--- config.mk ---
export PLATFORM = sky130hd
export DESIGN_NAME = ico_vertex_seq_flat
export DESIGN_NICKNAME = d
export VERILOG_FILES = /design/src/rtl/ico_pkg.sv /design/src/rtl/ico_vtx_if.sv /design/src/rtl/ico_vertex_seq.sv /design/src/flat_wrapper.sv
export SDC_FILE = /design/constraint.sdc
export NUM_CORES = 1
export LEC_CHECK = 0
export BUFFER_PORTS_ARGS = -buffer_cell sky130_fd_sc_hd__buf_2
export CORE_AREA = 4 4 279 144
export CTS_BUF_LIST = sky130_fd_sc_hd__clkbuf_2 sky130_fd_sc_hd__clkbuf_4 sky130_fd_sc_hd__clkbuf_8
export DETAILED_ROUTE_END_ITERATION = 7
export DIE_AREA = 0 0 283 148
export PLACE_DENSITY = 0.53
export SLEW_MARGIN = 10
export SYNTH_ARGS = -nofsm -noshare
export SYNTH_HDL_FRONTEND = slang
export SYNTH_SLANG_ARGS = --single-unit
--- constraint.sdc ---
create_clock -name clk -period 18.7 [get_ports clk]
set_input_delay 1.87 -clock clk [delete_from_list [all_inputs] [get_ports clk]]
set_output_delay 1.87 -clock clk [all_outputs]
set_load 0.01 [all_outputs]
--- src/rtl/ico_pkg.sv ---
// Shared types and constants for the icosphere triangle subdivider.
// No dependencies; every other file refers to this package by scoped names.
`timescale 1ns / 1ps
`default_nettype none

package ico_pkg;

	localparam int FRAC_BITS   = 14;
	localparam int COORD_W     = 16;
	localparam int SUM_W       = COORD_W + 1;
	localparam int SQ_W        = 2 * SUM_W - 1;
	localparam int N_W         = SQ_W + 1;
	localparam int SEARCH_BITS = 17;
	localparam int VTX_PER_TRI = 12;
	localparam int CNT_W       = $clog2(VTX_PER_TRI);

	// Width that holds every partial product of the search and the scaled target.
	localparam int PROD_W = 2 * SEARCH_BITS + 2 + N_W;
	localparam int TGT_W  = SQ_W + 2 + 2 * FRAC_BITS;
	localparam int ACC_W  = ((PROD_W > TGT_W) ? PROD_W : TGT_W) + 2;

	typedef logic signed [COORD_W-1:0] coord_t;
	typedef logic signed [SUM_W-1:0]   sum_t;
	typedef logic [SQ_W-1:0]           sq_t;
	typedef logic [N_W-1:0]            norm_t;

	typedef struct packed {
		coord_t x;
		coord_t y;
		coord_t z;
	} vec_t;

	typedef struct packed {
		vec_t a;
		vec_t b;
		vec_t c;
	} tri_t;

	typedef struct packed {
		sum_t x;
		sum_t y;
		sum_t z;
	} svec_t;

	typedef struct packed {
		sq_t x;
		sq_t y;
		sq_t z;
	} sqvec_t;

	typedef struct packed {
		svec_t  s;
		sqvec_t sq;
		norm_t  n;
	} edge_t;

endpackage

`default_nettype wire

--- src/rtl/ico_vtx_if.sv ---
// Output channel: one beat carries one emitted vertex and its last flag.
// Depends on ico_pkg for the coordinate type.
`timescale 1ns / 1ps
`default_nettype none

interface ico_vtx_if;
	logic valid;
	logic ready;
	ico_pkg::coord_t out_x, out_y, out_z;
	logic last_vertex;

	modport source (output valid, out_x, out_y, out_z, last_vertex, input ready);
	modport sink (input valid, out_x, out_y, out_z, last_vertex, output ready);
endinterface

`default_nettype wire

--- src/rtl/ico_vertex_seq.sv ---
// Output sequencer: holds one finished triangle and issues its twelve vertices.
// Drives the pipeline advance. Depends on ico_pkg and ico_vtx_if.
`timescale 1ns / 1ps
`default_nettype none

module ico_vertex_seq (
	input  wire logic             clk,
	input  wire logic             arst_n,
	input  wire logic             in_valid,
	input  wire ico_pkg::tri_t    corners,
	input  wire ico_pkg::vec_t [2:0] mids,
	output logic                  en,
	ico_vtx_if.source             vertices
);

	localparam logic [ico_pkg::CNT_W-1:0] LAST_IDX =
		ico_pkg::CNT_W'(ico_pkg::VTX_PER_TRI - 1);

	logic                       busy_q;
	logic [ico_pkg::CNT_W-1:0]  cnt_q;
	ico_pkg::tri_t              corners_q;
	ico_pkg::vec_t [2:0]        mids_q;
	ico_pkg::vec_t              sel;

	// The pipeline moves when the hold register is empty or its final beat leaves.
	assign en = !busy_q || (vertices.ready && cnt_q == LAST_IDX);

	always_ff @(posedge clk or negedge arst_n) begin
		if (!arst_n) begin
			busy_q <= 1'b0;
			cnt_q  <= '0;
		end else if (en) begin
			busy_q <= in_valid;
			cnt_q  <= '0;
		end else if (vertices.ready) begin
			cnt_q <= cnt_q + 1'b1;
		end
	end

	always_ff @(posedge clk) begin
		if (en) begin
			corners_q <= corners;
			mids_q    <= mids;
		end
	end

	// mids: 0 is m12, 1 is m23, 2 is m31.
	always_comb begin
		unique case (cnt_q)
			4'd0:    sel = corners_q.a;
			4'd1:    sel = mids_q[0];
			4'd2:    sel = mids_q[2];
			4'd3:    sel = corners_q.b;
			4'd4:    sel = mids_q[1];
			4'd5:    sel = mids_q[0];
			4'd6:    sel = corners_q.c;
			4'd7:    sel = mids_q[2];
			4'd8:    sel = mids_q[1];
			4'd9:    sel = mids_q[0];
			4'd10:   sel = mids_q[1];
			4'd11:   sel = mids_q[2];
			default: sel = '0;
		endcase
	end

	assign vertices.valid       = busy_q;
	assign vertices.out_x       = sel.x;
	assign vertices.out_y       = sel.y;
	assign vertices.out_z       = sel.z;
	assign vertices.last_vertex = cnt_q == LAST_IDX;

endmodule

`default_nettype wire

--- src/flat_wrapper.sv ---
// flat-port wrapper written by rule: the top's interface ports become plain ports
module ico_vertex_seq_flat 
  (clk, arst_n, in_valid, corners, mids, en, vertices_valid, vertices_out_x, vertices_out_y, vertices_out_z, vertices_last_vertex, vertices_ready);
  ico_vtx_if vertices_i ();
  input  wire logic clk;
  input  wire logic arst_n;
  input  wire logic in_valid;
  input  wire ico_pkg::tri_t corners;
  input  wire ico_pkg::vec_t [2:0] mids;
  output logic en;
  output wire logic [$bits(vertices_i.valid)-1:0] vertices_valid;
  output wire logic [$bits(vertices_i.out_x)-1:0] vertices_out_x;
  output wire logic [$bits(vertices_i.out_y)-1:0] vertices_out_y;
  output wire logic [$bits(vertices_i.out_z)-1:0] vertices_out_z;
  output wire logic [$bits(vertices_i.last_vertex)-1:0] vertices_last_vertex;
  input wire logic [$bits(vertices_i.ready)-1:0] vertices_ready;
  assign vertices_valid = vertices_i.valid;
  assign vertices_out_x = vertices_i.out_x;
  assign vertices_out_y = vertices_i.out_y;
  assign vertices_out_z = vertices_i.out_z;
  assign vertices_last_vertex = vertices_i.last_vertex;
  assign vertices_i.ready = vertices_ready;
  ico_vertex_seq u_core (.clk(clk), .arst_n(arst_n), .in_valid(in_valid), .corners(corners), .mids(mids), .en(en), .vertices(vertices_i));
endmodule
==> results.sh <==
export IMPL_globalRouteOverflowTotal=0
export IMPL_cts_repair_timing_setup_buffer_count=0
export IMPL_hold_ws_ps=646
export IMPL_multi_input_gate_area_mm2=0.00232
export IMPL_layout_filler_cells=3530
export IMPL_synth_net_count=969
export IMPL_achievable_frequency_mhz=174
export IMPL_crit_path_max_fanout=27
export IMPL_fin_tns_setup_ps=0
export IMPL_grt_antenna_before_repair=19
export IMPL_reg_to_reg_setup_timing_slack_ps=14920
export IMPL_yosys_cell_types_count=32
export IMPL_dominant_synthesized_flop_cell="sky130_fd_sc_hd__edfxtp_1"
export IMPL_cts_tree="yes"
export IMPL_clock_skew_final_ps=21.2
export IMPL_total_standard_cell_area_after_synthesis_mm2=0.0116
export IMPL_number_of_hold_violations_in_the_final_report=0
export IMPL_htreeDepth=2
export IMPL_tightest_slew_ps=1090
export IMPL_cpMaxStageDelayCell="sky130_fd_sc_hd__o2bb2ai_4"
export IMPL_cts_buffers_inserted=47
export IMPL_grt_pass1_vias=8395
export IMPL_first_iter_violations=665
export IMPL_synth_area_top_cells="sky130_fd_sc_hd__edfxtp_1 75%, sky130_fd_sc_hd__o2bb2ai_1 3.7%, sky130_fd_sc_hd__a211o_1 3.6%, sky130_fd_sc_hd__a32oi_1 3.6%, sky130_fd_sc_hd__o32ai_1 3.6%"
export IMPL_layoutNonFillerInstCount=1562
export IMPL_netlist_top_cells_count="288 x sky130_fd_sc_hd__edfxtp_1, 50 x sky130_fd_sc_hd__inv_1, 49 x sky130_fd_sc_hd__o2bb2ai_1"
export IMPL_grt_total_usage=0.170
export IMPL_vdd_ir_drop_worst_mv=0.0781
export IMPL_pin_count=343
export IMPL_number_of_nets_still_failing_antenna_checks_after_routing=0
export IMPL_ff_latch_area_mm2=0.00878
export IMPL_grt_start_max_net_pins=171
export IMPL_detail_route_first_pass_iterations=5
export IMPL_leakage_power_nw=5.53
export IMPL_drt_wl_total_um=37500
export IMPL_rsz0062_at_grt="no"
export IMPL_cp_cell_sequence="inv_1 -> ha_2 -> buf_4 -> nand2_1 -> o2bb2ai_4 -> buf_4 -> a211o_1 -> buf_2"
export IMPL_part_of_the_yosys_area_used_for_sequential_elements=0.759
export IMPL_clock_sink_count=293
export IMPL_cpMostUsedCell="sky130_fd_sc_hd__buf_4"
export IMPL_critPathLaunchType="flop"
export IMPL_synth_edff_count=288
export IMPL_fp_dieArea_mm2=0.0419
export IMPL_finalWeightedCongestion=0.856
export IMPL_critical_path_max_stage_delay_ps=690
export IMPL_number_of_core_rows=50
export IMPL_yosys_area_top_type_share=0.748
export IMPL_post_route_cells_drive_above_1_share=0.412
export IMPL_fp_dieH_um=148
export IMPL_num_vias=7930
export IMPL_dpl_cell_count=1460
export IMPL_chipWidth_um=283
export IMPL_worst_setup_hold_path_clk_slew_ps=60
export IMPL_numPortBuffers=342
export IMPL_drt_drc_violations_left=0
export IMPL_async_flop_share=0.0171
export IMPL_design_power_total_mw=2.04
export IMPL_timing_max_cap_violations=0
export IMPL_start_util=0.310
export IMPL_cp_data_arrival_time_ps=3870
export IMPL_synth_warning_count=0
export IMPL_routedWlPerCell_um=24.0
export IMPL_cts_repair_resize_count=0
export IMPL_cp_end_kind="primary output"
export IMPL_synth_top_area_cell="sky130_fd_sc_hd__edfxtp_1"
export IMPL_insertion_delay_ps=570
export IMPL_power_density_mw_per_mm2=139
export IMPL_timing_hold_worst_class="flop to flop"
export IMPL_clockRootBuffer="sky130_fd_sc_hd__clkbuf_8"
export IMPL_final_min_period_over_clock_period=0.307
export IMPL_synth_seq_cells=293
export IMPL_clock_tree_buffer_depth=3
export IMPL_slew_violations=0
export IMPL_period_minus_slack_ps=5740
export IMPL_wire_length_of_the_first_global_routing_pass_um=53400
export IMPL_synth_most_common_cell="sky130_fd_sc_hd__edfxtp_1"
export IMPL_critical_path_class="flop to primary output"
export IMPL_design_core_area_mm2=0.0373
export IMPL_worst_ep_required_time_ps=16830
export IMPL_run_status="finished clean"
export IMPL_setup_violations=0
export IMPL_maxSlewHeadroom=0.273
export IMPL_dp_hpwl_um=25400
export IMPL_synth_cells=672
export IMPL_hold_buffers=0
export IMPL_syn2layout_area_growth_pct=26.7
export IMPL_syn_avg_cell_area_um2=17.2
export IMPL_num_nets_final=1312
export IMPL_vias_per_cell=5.08
## power by group
part	switching (mW)	leakage (nW)	internal, mW
combinational	0.435	2.40	0.241
clock	0.259	0.474	0.286
sequential	0.0238	2.66	0.794
total	0.718	5.53	1.32
## kinds of logic (layout without fill, tap and decap cells)
family / Yosys count / in the layout / synth area share
flops: 293 / 293 / 0.759
fa+ha+maj: 5 / 5 / 0.00541
buf+inv: 109 / 486 / 0.0449
compound gates: 249 / 249 / 0.182
other cells: 0 / 19 / 0
mux: 1 / 1 / 0.000866
xor+xnor: 1 / 1 / 0.000758
simple gates: 14 / 14 / 0.00714
## state kept, by name, summed over array words and instances (netlist names)
signal,cells
u_core.cnt_q,4
u_core.corners_q,144
u_core.mids_q,144
u_core.vertices.valid,1
## layout make-up
cell class	instances	area share
clock buffer	57	0.0501
clock inverter	26	0.0112
tap	494	0.0422
timing repair buffer	353	0.123
inverter	50	0.0128
sequential	293	0.599
antenna	19	0.00324
multi-input combinational	270	0.158
## critical path: cells and delay by family (launching register included)
family	cells	cell delay, ps
buffers and inverters	4	1180
AND/OR/NAND/NOR	1	150
flip-flops	1	450
AO/OA/AOI/OAI	2	920
adder cells (fa/ha/maj)	1	570
## cells in the final DEF (no fill, tap or decap), drive strengths merged, types with 19 or more instances in the layout
cell type,n
a211o,48
edfxtp,288
o32ai,48
a32oi,48
clkbuf,57
inv,50
o2bb2ai,49
diode,19
buf,353
a22oi,48
clkinv,24
## metal layers
| layer | wire, µm | vias to the layer above | GRT usage |
|---|---|---|---|
| met4 | 1180 | 0 | 0.0799 |
| met3 | 1600 | 68 | 0.0316 |
| met5 | 0 | - | 0 |
| li1 | - | 3543 | - |
| met2 | 20100 | 248 | 0.304 |
| met1 | 14600 | 4071 | 0.201 |
## final timing paths
| check | to | startpoint | depth (start not counted) |
|---|---|---|---|
| max | vertices_out_x[3] | u_core.cnt_q[0]$_DFFE_PN0P_ | 8 |
| min | u_core.cnt_q[2]$_DFFE_PN0P_ | u_core.vertices.valid$_DFFE_PN0N_ | 1 |
| max reg2reg | u_core.corners_q[58]$_DFFE_PN_ | u_core.cnt_q[0]$_DFFE_PN0P_ | 5 |
| min reg2reg | u_core.cnt_q[2]$_DFFE_PN0P_ | u_core.vertices.valid$_DFFE_PN0N_ | 1 |
| max in group asynchronous | u_core.cnt_q[2]$_DFFE_PN0P_ | arst_n | 1 |
| min in group asynchronous | u_core.cnt_q[3]$_DFFE_PN0P_ | arst_n | 1 |
## metrics by stage
stage	utilization	instance area (µm²)	worst slack [ps]
floorplan	-	11600	9270
global placement	0.367	13700	13670
detailed placement	0.367	13700	13560
CTS	0.391	14600	12920
global route	0.392	14700	12730
finish	0.392	14700	12960
No activity file was read; power rests on OpenSTA's default activity.
